### src/hw/rtl/voice_activity_gate_unit_assert.svh
// ----------------------------------------------------------------------------
// Voice activity gate assertion macros
// Concurrent assertion wrappers that compile away when SYNTHESIS is defined.
// ----------------------------------------------------------------------------
`ifndef VOICE_ACTIVITY_GATE_UNIT_ASSERT_SVH
`define VOICE_ACTIVITY_GATE_UNIT_ASSERT_SVH
`ifndef SYNTHESIS
// Same-cycle implication, checked at every rising edge outside reset.
`define VAG_ASSERT_IMPL(lbl, clk_i, rst_ni, ant, cons) \
	lbl: assert property (@(posedge clk_i) disable iff (!rst_ni) (ant) |-> (cons)) \
		else $error("voice activity gate assertion failed");
// Next-cycle implication, checked at every rising edge outside reset.
`define VAG_ASSERT_NEXT(lbl, clk_i, rst_ni, ant, cons) \
	lbl: assert property (@(posedge clk_i) disable iff (!rst_ni) (ant) |=> (cons)) \
		else $error("voice activity gate assertion failed");
`else
`define VAG_ASSERT_IMPL(lbl, clk_i, rst_ni, ant, cons)
`define VAG_ASSERT_NEXT(lbl, clk_i, rst_ni, ant, cons)
`endif
`endif

### src/hw/rtl/vag_pkg.sv
// ----------------------------------------------------------------------------
// Voice activity gate package
// Shared types, register indexes, reset values and width helpers.
// ----------------------------------------------------------------------------
`timescale 1ns / 1ps
`default_nettype none

package vag_pkg;

	// Default number of stereo frames in one analysis window.
	localparam int WINDOW_FRAMES_DEFAULT = 8;

	// Field widths.
	localparam int SAMPLE_W = 16;
	localparam int AVG_W    = 16;
	localparam int REG_W    = 16;
	localparam int INDEX_W  = 2;

	// Register indexes on the configuration port.
	localparam logic [INDEX_W-1:0] REG_NOISE_GATE       = 2'd0;
	localparam logic [INDEX_W-1:0] REG_START_THRESHOLD  = 2'd1;
	localparam logic [INDEX_W-1:0] REG_HANGOVER_WINDOWS = 2'd2;

	// Register reset values.
	localparam logic [REG_W-1:0] NOISE_GATE_RESET       = 16'd300;
	localparam logic [REG_W-1:0] START_THRESHOLD_RESET  = 16'd800;
	localparam logic [REG_W-1:0] HANGOVER_WINDOWS_RESET = 16'd20;

	// Detector states, encoded as reported on the result channel.
	typedef enum logic [1:0] {
		VAG_IDLE    = 2'd0,
		VAG_START   = 2'd1,
		VAG_ONGOING = 2'd2,
		VAG_SILENCE = 2'd3
	} vag_state_t;

	// Configuration register set handed to the detector.
	typedef struct packed {
		logic [REG_W-1:0] noise_gate;
		logic [REG_W-1:0] start_threshold;
		logic [REG_W-1:0] hangover_windows;
	} vag_cfg_t;

	// Bits needed for a window sum: each frame adds at most 65536.
	function automatic int sum_width(input int frames);
		return $clog2(65536 * frames + 1);
	endfunction

endpackage

`default_nettype wire

### src/hw/rtl/vag_if.sv
// ----------------------------------------------------------------------------
// Voice activity gate channels
// Valid/ready interfaces for the frame input and the window result output.
// ----------------------------------------------------------------------------
`timescale 1ns / 1ps
`default_nettype none

// One stereo PCM frame per transaction.
interface vag_frame_if;
	logic                                 valid;
	logic                                 ready;
	logic signed [vag_pkg::SAMPLE_W-1:0]  left_sample;
	logic signed [vag_pkg::SAMPLE_W-1:0]  right_sample;

	modport source (output valid, output left_sample, output right_sample, input ready);
	modport sink   (input valid, input left_sample, input right_sample, output ready);
endinterface

// One finished window per transaction.
interface vag_result_if;
	logic                        valid;
	logic                        ready;
	logic [vag_pkg::AVG_W-1:0]   window_average;
	logic [1:0]                  detector_state;
	logic                        keep_window;

	modport source (output valid, output window_average, output detector_state,
		output keep_window, input ready);
	modport sink   (input valid, input window_average, input detector_state,
		input keep_window, output ready);
endinterface

`default_nettype wire

### src/hw/rtl/vag_accum.sv
// ----------------------------------------------------------------------------
// Voice activity gate window accumulator
// Sums sample magnitudes over a window and registers each finished sum.
// ----------------------------------------------------------------------------
`timescale 1ns / 1ps
`default_nettype none

module vag_accum #(
	parameter int WINDOW_FRAMES = vag_pkg::WINDOW_FRAMES_DEFAULT,
	parameter int SUM_W         = vag_pkg::sum_width(WINDOW_FRAMES)
) (
	input  wire logic             clk,
	input  wire logic             arst_n,
	vag_frame_if.sink             frame,
	output logic                  win_valid,
	input  wire logic             win_ready,
	output logic [SUM_W-1:0]      win_sum
);

	localparam int CNT_W = (WINDOW_FRAMES > 1) ? $clog2(WINDOW_FRAMES) : 1;
	localparam logic [CNT_W-1:0] LAST_FRAME = CNT_W'(WINDOW_FRAMES - 1);

	logic [CNT_W-1:0] frame_cnt_q;
	logic [SUM_W-1:0] sum_q;
	logic [SUM_W-1:0] win_sum_s1;
	logic             win_valid_s1;
	logic             closing;
	logic             accept;
	logic [17:0]      pair_mag;
	logic [SUM_W-1:0] sum_next;

	// Magnitude of a 16-bit two's complement sample; the most negative gives 32768.
	function automatic logic [16:0] magnitude(input logic signed [vag_pkg::SAMPLE_W-1:0] s);
		logic [16:0] m;
		if (s[vag_pkg::SAMPLE_W-1]) begin
			m = {1'b0, ~s} + 17'd1;
		end else begin
			m = {1'b0, s};
		end
		return m;
	endfunction

	// A closing frame needs room in the window register; others are always taken.
	assign closing     = (frame_cnt_q == LAST_FRAME);
	assign frame.ready = !closing || !win_valid_s1 || win_ready;
	assign accept      = frame.valid && frame.ready;

	// Running sum including the current frame.
	assign pair_mag = {1'b0, magnitude(frame.left_sample)} +
		{1'b0, magnitude(frame.right_sample)};
	assign sum_next = sum_q + SUM_W'(pair_mag);

	// Frame counter and running sum.
	always_ff @(posedge clk or negedge arst_n) begin
		if (!arst_n) begin
			frame_cnt_q <= '0;
			sum_q       <= '0;
		end else if (accept) begin
			if (closing) begin
				frame_cnt_q <= '0;
				sum_q       <= '0;
			end else begin
				frame_cnt_q <= frame_cnt_q + CNT_W'(1);
				sum_q       <= sum_next;
			end
		end
	end

	// Finished window register.
	always_ff @(posedge clk or negedge arst_n) begin
		if (!arst_n) begin
			win_valid_s1 <= 1'b0;
		end else if (accept && closing) begin
			win_valid_s1 <= 1'b1;
		end else if (win_ready) begin
			win_valid_s1 <= 1'b0;
		end
	end

	always_ff @(posedge clk) begin
		if (accept && closing) begin
			win_sum_s1 <= sum_next;
		end
	end

	assign win_valid = win_valid_s1;
	assign win_sum   = win_sum_s1;

endmodule

`default_nettype wire

### src/hw/rtl/vag_avg_div.sv
// ----------------------------------------------------------------------------
// Voice activity gate window average
// Divides a window sum by twice the window length with an exact reciprocal.
// ----------------------------------------------------------------------------
`timescale 1ns / 1ps
`default_nettype none

module vag_avg_div #(
	parameter int WINDOW_FRAMES = vag_pkg::WINDOW_FRAMES_DEFAULT,
	parameter int SUM_W         = vag_pkg::sum_width(WINDOW_FRAMES)
) (
	input  wire logic                     clk,
	input  wire logic                     arst_n,
	input  wire logic                     in_valid,
	output logic                          in_ready,
	input  wire logic [SUM_W-1:0]         in_sum,
	output logic                          out_valid,
	input  wire logic                     out_ready,
	output logic [vag_pkg::AVG_W-1:0]     out_avg
);

	// With m = ceil(2^(N+l) / d) and 2^l >= d, floor(n * m / 2^(N+l)) equals
	// floor(n / d) for every n below 2^N.
	localparam int DIVISOR = 2 * WINDOW_FRAMES;
	localparam int DIV_L   = $clog2(DIVISOR);
	localparam int DIV_K   = SUM_W + DIV_L;
	localparam int M_W     = SUM_W + 1;
	localparam int PROD_W  = SUM_W + M_W;
	localparam logic [63:0] DIV_M_WIDE =
		((64'd1 << DIV_K) + 64'(DIVISOR) - 64'd1) / 64'(DIVISOR);
	localparam logic [M_W-1:0] DIV_M = DIV_M_WIDE[M_W-1:0];

	logic              prod_valid_s2;
	logic [PROD_W-1:0] prod_s2;

	assign in_ready = !prod_valid_s2 || out_ready;

	// Product stage valid.
	always_ff @(posedge clk or negedge arst_n) begin
		if (!arst_n) begin
			prod_valid_s2 <= 1'b0;
		end else if (in_ready) begin
			prod_valid_s2 <= in_valid;
		end
	end

	// Reciprocal multiply.
	always_ff @(posedge clk) begin
		if (in_valid && in_ready) begin
			prod_s2 <= PROD_W'(in_sum) * PROD_W'(DIV_M);
		end
	end

	assign out_valid = prod_valid_s2;
	assign out_avg   = prod_s2[DIV_K +: vag_pkg::AVG_W];

endmodule

`default_nettype wire

### src/hw/rtl/vag_detect.sv
// ----------------------------------------------------------------------------
// Voice activity gate detector
// Steps the four-state detector once per window and holds the result.
// ----------------------------------------------------------------------------
`timescale 1ns / 1ps
`default_nettype none

module vag_detect (
	input  wire logic                     clk,
	input  wire logic                     arst_n,
	input  wire vag_pkg::vag_cfg_t        cfg,
	input  wire logic                     in_valid,
	output logic                          in_ready,
	input  wire logic [vag_pkg::AVG_W-1:0] in_avg,
	vag_result_if.source                  result
);

	vag_pkg::vag_state_t           state_q;
	vag_pkg::vag_state_t           state_d;
	logic [vag_pkg::REG_W-1:0]     quiet_q;
	logic [vag_pkg::REG_W-1:0]     quiet_d;
	logic [vag_pkg::AVG_W-1:0]     avg_q;
	logic                          valid_q;
	logic                          take;

	assign in_ready = !valid_q || result.ready;
	assign take     = in_valid && in_ready;

	// Next state and quiet count for the window being taken.
	always_comb begin
		vag_pkg::vag_state_t st;
		logic [vag_pkg::REG_W-1:0] qc;
		logic quiet_win;
		logic loud_win;

		quiet_win = (in_avg < cfg.noise_gate);
		loud_win  = (in_avg > cfg.start_threshold);
		qc        = quiet_q;

		// Transient states fall back before the window is judged.
		unique case (state_q)
			vag_pkg::VAG_SILENCE: st = vag_pkg::VAG_IDLE;
			vag_pkg::VAG_START:   st = vag_pkg::VAG_ONGOING;
			default:              st = state_q;
		endcase

		// Ongoing sound: count quiet windows up to the hangover limit.
		if (st == vag_pkg::VAG_ONGOING) begin
			if (quiet_win) begin
				if (qc < cfg.hangover_windows) begin
					qc = qc + 16'd1;
				end else begin
					st = vag_pkg::VAG_SILENCE;
					qc = '0;
				end
			end
			if ((qc != '0) && loud_win) begin
				qc = '0;
			end
		end

		// Idle: a loud window starts sound.
		if ((st == vag_pkg::VAG_IDLE) && loud_win) begin
			st = vag_pkg::VAG_START;
			qc = '0;
		end

		state_d = st;
		quiet_d = qc;
	end

	// Detector state, quiet count and result valid.
	always_ff @(posedge clk or negedge arst_n) begin
		if (!arst_n) begin
			state_q <= vag_pkg::VAG_IDLE;
			quiet_q <= '0;
			valid_q <= 1'b0;
		end else begin
			if (take) begin
				state_q <= state_d;
				quiet_q <= quiet_d;
			end
			if (in_ready) begin
				valid_q <= in_valid;
			end
		end
	end

	always_ff @(posedge clk) begin
		if (take) begin
			avg_q <= in_avg;
		end
	end

	assign result.valid          = valid_q;
	assign result.window_average = avg_q;
	assign result.detector_state = state_q;
	assign result.keep_window    = (state_q != vag_pkg::VAG_IDLE);

endmodule

`default_nettype wire

### src/hw/rtl/voice_activity_gate_unit.sv
// A window's sum, product and result register in turn once its last frame is accepted.
// Throughput: one frame per cycle while not stalled; one result per WINDOW_FRAMES frames.
// The rate is set by the three-register chain: window sum, reciprocal product, result.
// A frame that does not close a window is accepted even while a result waits.
// Reset (arst_n low, asynchronous) clears the pipeline, the window sum and count,
// the detector to idle, and loads the register defaults 300, 800 and 20.
// ----------------------------------------------------------------------------
// Voice activity gate unit
// Energy threshold voice activity detector with hangover, top level.
// ----------------------------------------------------------------------------
`timescale 1ns / 1ps
`default_nettype none
`include "voice_activity_gate_unit_assert.svh"

module voice_activity_gate_unit #(
	parameter int WINDOW_FRAMES = vag_pkg::WINDOW_FRAMES_DEFAULT
) (
	input  wire logic                        clk,
	input  wire logic                        arst_n,
	vag_frame_if.sink                        frame,
	vag_result_if.source                     result,
	input  wire logic                        cfg_write,
	input  wire logic [vag_pkg::INDEX_W-1:0] cfg_index,
	input  wire logic [vag_pkg::REG_W-1:0]   cfg_data
);

	localparam int SUM_W = vag_pkg::sum_width(WINDOW_FRAMES);

	vag_pkg::vag_cfg_t           cfg_q;
	logic                        win_valid;
	logic                        win_ready;
	logic [SUM_W-1:0]            win_sum;
	logic                        avg_valid;
	logic                        avg_ready;
	logic [vag_pkg::AVG_W-1:0]   avg;

	// Configuration registers.
	always_ff @(posedge clk or negedge arst_n) begin
		if (!arst_n) begin
			cfg_q.noise_gate       <= vag_pkg::NOISE_GATE_RESET;
			cfg_q.start_threshold  <= vag_pkg::START_THRESHOLD_RESET;
			cfg_q.hangover_windows <= vag_pkg::HANGOVER_WINDOWS_RESET;
		end else if (cfg_write) begin
			unique case (cfg_index)
				vag_pkg::REG_NOISE_GATE:       cfg_q.noise_gate       <= cfg_data;
				vag_pkg::REG_START_THRESHOLD:  cfg_q.start_threshold  <= cfg_data;
				vag_pkg::REG_HANGOVER_WINDOWS: cfg_q.hangover_windows <= cfg_data;
				default: ;
			endcase
		end
	end

	// Window sum stage.
	vag_accum #(
		.WINDOW_FRAMES (WINDOW_FRAMES),
		.SUM_W         (SUM_W)
	) u_accum (
		.clk       (clk),
		.arst_n    (arst_n),
		.frame     (frame),
		.win_valid (win_valid),
		.win_ready (win_ready),
		.win_sum   (win_sum)
	);

	// Average stage.
	vag_avg_div #(
		.WINDOW_FRAMES (WINDOW_FRAMES),
		.SUM_W         (SUM_W)
	) u_avg_div (
		.clk       (clk),
		.arst_n    (arst_n),
		.in_valid  (win_valid),
		.in_ready  (win_ready),
		.in_sum    (win_sum),
		.out_valid (avg_valid),
		.out_ready (avg_ready),
		.out_avg   (avg)
	);

	// Detector and result register.
	vag_detect u_detect (
		.clk      (clk),
		.arst_n   (arst_n),
		.cfg      (cfg_q),
		.in_valid (avg_valid),
		.in_ready (avg_ready),
		.in_avg   (avg),
		.result   (result)
	);

	// A window average can never exceed the largest sample magnitude.
	`VAG_ASSERT_IMPL(a_avg_bound, clk, arst_n, result.valid, result.window_average <= 16'd32768)

	// The keep flag follows the reported state.
	`VAG_ASSERT_IMPL(a_keep_state, clk, arst_n, result.valid,
		result.keep_window == (result.detector_state != vag_pkg::VAG_IDLE))

	// A new result only comes from a product that was waiting in the average stage.
	`VAG_ASSERT_IMPL(a_result_source, clk, arst_n, $rose(result.valid), $past(avg_valid))

	// A finished window sum that is not taken stays valid.
	`VAG_ASSERT_NEXT(a_win_hold, clk, arst_n, win_valid && !win_ready, win_valid)

endmodule

`default_nettype wire

### src/flat_wrapper.sv
// flat-port wrapper written by rule: the top's interface ports become plain ports
module voice_activity_gate_unit_flat 
#(
	parameter int WINDOW_FRAMES = vag_pkg::WINDOW_FRAMES_DEFAULT
)
  (clk, arst_n, cfg_write, cfg_index, cfg_data, frame_valid, frame_left_sample, frame_right_sample, frame_ready, result_valid, result_window_average, result_detector_state, result_keep_window, result_ready);
  vag_frame_if frame_i ();
  vag_result_if result_i ();
  input  wire logic clk;
  input  wire logic arst_n;
  input  wire logic cfg_write;
  input  wire logic [vag_pkg::INDEX_W-1:0] cfg_index;
  input  wire logic [vag_pkg::REG_W-1:0] cfg_data;
  input wire logic [$bits(frame_i.valid)-1:0] frame_valid;
  input wire logic [$bits(frame_i.left_sample)-1:0] frame_left_sample;
  input wire logic [$bits(frame_i.right_sample)-1:0] frame_right_sample;
  output wire logic [$bits(frame_i.ready)-1:0] frame_ready;
  output wire logic [$bits(result_i.valid)-1:0] result_valid;
  output wire logic [$bits(result_i.window_average)-1:0] result_window_average;
  output wire logic [$bits(result_i.detector_state)-1:0] result_detector_state;
  output wire logic [$bits(result_i.keep_window)-1:0] result_keep_window;
  input wire logic [$bits(result_i.ready)-1:0] result_ready;
  assign frame_i.valid = frame_valid;
  assign frame_i.left_sample = frame_left_sample;
  assign frame_i.right_sample = frame_right_sample;
  assign frame_ready = frame_i.ready;
  assign result_valid = result_i.valid;
  assign result_window_average = result_i.window_average;
  assign result_detector_state = result_i.detector_state;
  assign result_keep_window = result_i.keep_window;
  assign result_i.ready = result_ready;
  voice_activity_gate_unit #(.WINDOW_FRAMES(WINDOW_FRAMES)) u_core (.clk(clk), .arst_n(arst_n), .frame(frame_i), .result(result_i), .cfg_write(cfg_write), .cfg_index(cfg_index), .cfg_data(cfg_data));
endmodule
### config.mk
export PLATFORM = sky130hd
export DESIGN_NAME = voice_activity_gate_unit_flat
export DESIGN_NICKNAME = d
export VERILOG_FILES = /design/src/hw/rtl/vag_pkg.sv /design/src/hw/rtl/vag_if.sv /design/src/hw/rtl/vag_accum.sv /design/src/hw/rtl/vag_avg_div.sv /design/src/hw/rtl/vag_detect.sv /design/src/hw/rtl/voice_activity_gate_unit.sv /design/src/flat_wrapper.sv
export VERILOG_INCLUDE_DIRS = /design/src /design/src/hw/rtl
export SDC_FILE = /design/constraint.sdc
export NUM_CORES = 1
export LEC_CHECK = 0
export ABC_AREA = 1
export BUFFER_PORTS_ARGS = -buffer_cell sky130_fd_sc_hd__clkbuf_2
export CAP_MARGIN = 20
export CORE_MARGIN = 2
export CORE_UTILIZATION = 50
export CTS_CLUSTER_SIZE = 24
export DETAILED_ROUTE_END_ITERATION = 10
export PLACE_DENSITY = 0.71
export SYNTH_ARGS = -nofsm -noshare
export SYNTH_HDL_FRONTEND = slang
export SYNTH_SLANG_ARGS = --single-unit
export TNS_END_PERCENT = 10
### constraint.sdc
create_clock -name clk -period 4.89 [get_ports clk]
set_input_delay 0.978 -clock clk [delete_from_list [all_inputs] [get_ports clk]]
set_output_delay 0.978 -clock clk [all_outputs]
set_load 0.03 [all_outputs]
==> impl_metrics.toml, run 1 <==
[run_status]
status = "finished clean"

[die]
die_area_um2 = 19300
die_h_um = 139
die_w_um = 139
ios = 76
start_util_pct = 50.8
rows = 49
fp.coreArea_um2 = 17900

[pwr]
p_leak_uw = 0.00525
ir_drop_mv = 0.265
total_power_uw = 4980
power_density_nw_per_um2 = 485

[synth]
synth-seq-cells = 140
syn_area_um2 = 9090
yosysWarningCount = 0
synth_cells = 1101
synthArstFlopShare_pct = 65.7
ys_seq_area_share_pct = 41.3
synth_cell_types = 48
avgSynthCellArea_um2 = 8.26
synth_edf_count = 48
ys.flop_type = "dfrtp_1"

[grt]
antenna_found_initial = 0
grt-ovfl-total = 0
grt_pass1_vias = 6846
track_usage_pct = 21.3
grt_pass1_wl_mm = 32.9
grt_max_degree = 67

[timing]
relSlewSlack_pct = 32.1
fmax_mhz = 235
min_period_ns = 4.25
hold_ws_ns = 0.418
finalHoldViolCount = 0
fin_crit_sh_pct = 87.0
final.setup.tns_ns = 0
tightest_slew_ns = 1.02
clock_skew_ns = 0.0113
slew_viol_final = 0
finalSetupViolations = 0
rsz0062_at_grt = "false"

[worst_setup_path]
path_cells = "clkbuf_2, inv_1, ha_1, inv_1, nor2_1, inv_1, nor4_1, nand3_1, nor4_1, a21oi_1, xor2_1, inv_1, fa_1, inv_1, ha_1, nand2_1, o21ai_0, a21oi_1, o21ai_0, xor2_1, inv_1"
crit_required_ns = 5.07
crit_slowest_cell = "fa_1"
cp_max_fo = 5
startpoint_type = "primary input"
slowest_delay_ns = 0.50
end_kind = "flop"
crit_type = "primary input to flop"
cp_common_cell = "inv_1"
critical_path_arrival_ns = 4.43

[cts]
root_buffer = "clkbuf_16"
clk_latency_ns = 0.43
path_clk_slew_ns = 0.06
numCtsBuffers = 17
post_cts.repair.setup_buffers = 0
ctsHoldBuffers = 0
htree_levels = 4
cts_sinks = 140
cts_max_path_buffers = 2
cts_resized = 0
cts_tree = "done"

[drt]
drt_iter0_drc = 458
viasPerCell = 5.04
ant_nets = 0
drt-total-wl_mm = 19.3
via_count = 7169
firstDrtPassIters = 7
drc = 0
post_drt_wl_per_cell_um = 13.6

[placement]
place_congestion = 0.882
dp_hpwl_mm = 14.5
dp.cells = 1390
io_buffers = 75

[job]
maxCapViolations = 0

[hold_path]
hold_path.class = "flop to flop"

[final_layout]
finalNetCount = 1325
multi_input_area_um2 = 4400
seq_area_um2 = 3750
syn_to_final_growth_pct = 12.8
drive_gt1_share_pct = 14.2
layout_commonest_cell = "nand2_1"
final_cell_mix = "nand2_1, inv_1, dfrtp_1"
fillCellCount = 1610
antenna_cells = 0
fin_cells = 1423
## report_power, final
| group | total, µW | leakage, µW | switching, µW | internal (µW) |
|---|---|---|---|---|
| registers | 1630 | 0.00158 | 105 | 1520 |
| logic | 2100 | 0.00339 | 1340 | 759 |
| clock network | 1250 | 0.000276 | 536 | 710 |
| total | 4980 | 0.00525 | 1980 | 2990 |
## worst max-delay path, delay by kind of cell
kind                     cells  cell delay [ns]
buffers and inverters        7             0.47
AO/OA/AOI/OAI                4             0.75
XOR/XNOR                     2             0.35
adder cells (fa/ha/maj)      3             1.00
AND/OR/NAND/NOR              5             0.90
## path summary, 6_finish.rpt
check,to,cells after the start,slack [ns],start
max reg2reg,u_core.u_accum.win_sum[16]$_DFFE_PP_,14,1.84,u_core.u_accum.sum_q[3]$_DFFE_PN0P_
min reg2reg,u_core.u_avg_div.prod_s2[38]$_DFFE_PP_,0,0.42,u_core.u_accum.win_sum[18]$_DFFE_PP_
max,u_core.u_accum.win_sum[16]$_DFFE_PP_,21,0.64,frame_left_sample[0]
min,u_core.u_avg_div.prod_s2[38]$_DFFE_PP_,0,0.42,u_core.u_accum.win_sum[18]$_DFFE_PP_
max in group asynchronous,u_core.cfg_q[25]$_DFFE_PN1P_,2,3.23,arst_n
min in group asynchronous,u_core.u_detect.quiet_q[9]$_DFFE_PN0P_,1,0.68,arst_n
## state kept, by name (all words and copies together) (netlist names), 2 cells and up
signal	cells
u_core.cfg_q	48
u_core.u_accum.frame_cnt_q	3
u_core.u_accum.sum_q	20
u_core.u_accum.win_sum	16
u_core.u_avg_div.prod_s2	16
u_core.u_detect.quiet_q	16
u_core.u_detect.result.detector_state	2
u_core.u_detect.result.window_average	16
## layer usage
metal / track usage (%) / up-vias / routed length [µm]
li1: - / 3658 / -
met1: 28.5 / 3319 / 9180
met2: 34.5 / 166 / 8900
met3: 4.52 / 26 / 844
met4: 7.23 / 0 / 391
met5: 0 / - / 0
## stage by stage
step | instance area [µm²] | worst slack [ns] | utilization [%]
floorplan | 9100 | 0.632 | -
global placement | 9670 | 0.268 | 54.0
detailed placement | 9670 | 0.204 | 54.0
CTS | 10200 | 0.657 | 57.2
global route | 10300 | 0.132 | 57.3
finish | 10300 | 0.636 | 57.3
## area by class of cell
class                   instances  area share, %
inverters                     221           8.09
multi-input cells             722           42.9
clock buffers                  18           4.19
well taps                     229           2.79
flip-flops and latches        140           36.6
repair buffers                 79           4.05
clock inverters                14           1.32
## kinds of logic after synthesis
kind of cell | share of synthesized area (%)
buffers and inverters | 10.4
other | 0.0412
adder cells (fa/ha/maj) | 13.7
AND/OR/NAND/NOR | 21.4
flip-flops | 41.3
AO/OA/AOI/OAI | 8.96
XOR/XNOR | 4.24
## cell usage after synthesis (10+ instances only)
cell type / count / area share (%)
nand2_1: 247 / 10
inv_1: 215 / 8.9
dfrtp_1: 83 / 23
nor2_1: 76 / 3.1
o21ai_0: 73 / 4.0
ha_1: 71 / 9.8
edfxtp_1: 48 / 16
nand3_1: 42 / 2.3
a21oi_1: 38 / 2.1
xor2_1: 34 / 3.3
nand2_2: 24 / 1.7
fa_1: 18 / 4.0
nor3_1: 17 / 0.94
clkbuf_1: 15 / 0.62
o22ai_1: 10 / 0.69
xnor2_1: 10 / 0.96
Note: power is estimated with default switching activity, not from simulation.
==> inputs of run 2 (changes only) <==
--- a/config.mk
+++ b/config.mk
@@ -8,12 +8,13 @@
 export LEC_CHECK = 0
 export ABC_AREA = 1
 export BUFFER_PORTS_ARGS = -buffer_cell sky130_fd_sc_hd__clkbuf_2
-export CAP_MARGIN = 20
-export CORE_MARGIN = 2
+export CAP_MARGIN = 10
+export CORE_MARGIN = 4
 export CORE_UTILIZATION = 50
 export CTS_CLUSTER_SIZE = 24
 export DETAILED_ROUTE_END_ITERATION = 10
 export PLACE_DENSITY = 0.71
+export REMOVE_ABC_BUFFERS = 1
 export SYNTH_ARGS = -nofsm -noshare
 export SYNTH_HDL_FRONTEND = slang
 export SYNTH_SLANG_ARGS = --single-unit
==> run 2 against run 1 <==
Hold slack worse by 0.0031 ns. Clock skew up 0.00064 ns. Design area stayed put. Critical path type unchanged. Critical endpoint is now u_core.u_accum.sum_q[19]$_DFFE_PN0P_.
==> impl_metrics.toml, run 2 (synthesis results as in run 1) <==
[run_status]
status = "finished clean"

[grt]
antenna_found_initial = 0
track_usage_pct = 19.8
grt_pass1_vias = 6938
grt_pass1_wl_mm = 32.6
grt-ovfl-total = 0
grt_max_degree = 68

[worst_setup_path]
cp_common_cell = "inv_1"
crit_type = "primary input to flop"
critical_path_arrival_ns = 4.58
end_kind = "flop"
crit_slowest_cell = "fa_1"
cp_max_fo = 5
slowest_delay_ns = 0.50
rrSetupSlack_ns = 1.78
crit_required_ns = 5.19
path_cells = "clkbuf_2, inv_1, ha_1, inv_1, nor2_1, inv_1, nor4_1, nand3_1, nor4_1, a21oi_1, xor2_1, inv_1, fa_1, inv_1, ha_1, a21oi_1, o21ai_0, a221oi_1, nand3_1, xor2_1, a22o_1"
startpoint_type = "primary input"

[cts]
ctsHoldBuffers = 0
cts_max_path_buffers = 2
cts_resized = 0
clk_latency_ns = 0.42
numCtsBuffers = 17
cts_tree = "done"
htree_levels = 4
path_clk_slew_ns = 0.06
cts_sinks = 140
root_buffer = "clkbuf_16"
post_cts.repair.setup_buffers = 0

[timing]
clock_skew_ns = 0.0120
fin_ws_ns = 0.611
slew_viol_final = 0
relSlewSlack_pct = 33.4
fmax_mhz = 234
rsz0062_at_grt = "false"
finalHoldViolCount = 0
tightest_slew_ns = 0.997
finalSetupViolations = 0
final.setup.tns_ns = 0
min_period_ns = 4.28
fin_crit_sh_pct = 87.5

[final_layout]
fillCellCount = 1634
drive_gt1_share_pct = 14.3
layout_commonest_cell = "nand2_1"
seq_area_um2 = 3750
antenna_cells = 0
multi_input_area_um2 = 4400
largest_reg_flops = 48
top_register = "u_core.cfg_q"
fin_area_um2 = 10300
final_cell_mix = "nand2_1, inv_1, dfrtp_1"
reg_top3 = "u_core.cfg_q x48, u_core.u_accum.sum_q x20"
fin_cells = 1424
finalNetCount = 1326
syn_to_final_growth_pct = 12.8

[placement]
place_congestion = 0.974
io_buffers = 75
placed_area_um2 = 9690
dp.cells = 1392
dp_hpwl_mm = 14.6
pre_cts_slack_ns = 0.183

[die]
fp.coreArea_um2 = 17900
die_h_um = 143
die_w_um = 143
start_util_pct = 50.8
rows = 49
ios = 76
die_area_um2 = 20400

[pwr]
p_leak_uw = 0.00524
power_density_nw_per_um2 = 483
ir_drop_mv = 0.355

[drt]
drt_iter0_drc = 424
drt-total-wl_mm = 19.0
viasPerCell = 5.02
ant_nets = 0
firstDrtPassIters = 5
post_drt_wl_per_cell_um = 13.3
via_count = 7145
drc = 0

[hold_path]
hold_path.class = "flop to flop"

[job]
maxCapViolations = 0
run 2: cell types whose count changed in the layout (fill, tap and decap cells not counted), sizes merged:
cell,previous run,this run
inv,225,224
buf,5,6
clkinv,8,6
clkinvlp,1,4
run 2: metal layers:
metal / GRT usage, % / part of all wire (%) / routed length [µm]
met1: 26.2 / 46 / 8810
met4: 5.90 / 1.6 / 301
met2: 33.6 / 48 / 9170
met3: 3.22 / 3.8 / 727
met5: 0 / 0 / 0
run 2: cell type report:
type | instances | area share [%]
multi-input combinational | 722 | 42.9
tap | 229 | 2.79
timing repair buffer | 80 | 4.05
sequential | 140 | 36.6
clock buffer | 18 | 4.19
inverter | 221 | 8.09
clock inverter | 14 | 1.32
run 2: stage by stage:
stage	total power, µW	hold slack (ns)	util (%)
after CTS	4970	0.416	57.3
after floorplan	3230	0.400	-
final	4950	0.415	57.3
after detailed placement	3720	0.405	54.1
after global placement	3660	0.402	54.1
after global routing	5380	0.433	57.3
run 2: worst paths after layout:
path	from	endpoint	cells after the start
worst max-delay path	frame_left_sample[0]	u_core.u_accum.sum_q[19]$_DFFE_PN0P_	21
worst min-delay path	u_core.u_accum.win_sum[8]$_DFFE_PP_	u_core.u_avg_div.prod_s2[28]$_DFFE_PP_	0
worst max register to register	u_core.u_accum.sum_q[3]$_DFFE_PN0P_	u_core.u_accum.win_sum[16]$_DFFE_PP_	14
worst min register to register	u_core.u_accum.win_sum[8]$_DFFE_PP_	u_core.u_avg_div.prod_s2[28]$_DFFE_PP_	0
max in group asynchronous	arst_n	u_core.cfg_q[40]$_DFFE_PN1P_	2
min in group asynchronous	arst_n	u_core.cfg_q[0]$_DFFE_PN0P_	1
run 2: critical path, delay by kind of cell:
family                     cells  cell delay [ns]
xor gates and xnor gates       2             0.33
adders and majority gates      3             1.01
AOI/OAI and AO/OA              5             0.92
and+or+nand+nor                5             0.96
buffers and inverters          6             0.41
run 2: power by group:
group          switching [µW]  internal [µW]  leakage [µW]
logic                    1330            758       0.00339
registers                 106           1520       0.00158
clock network             528            708      0.000264
total                    1960           2990       0.00524
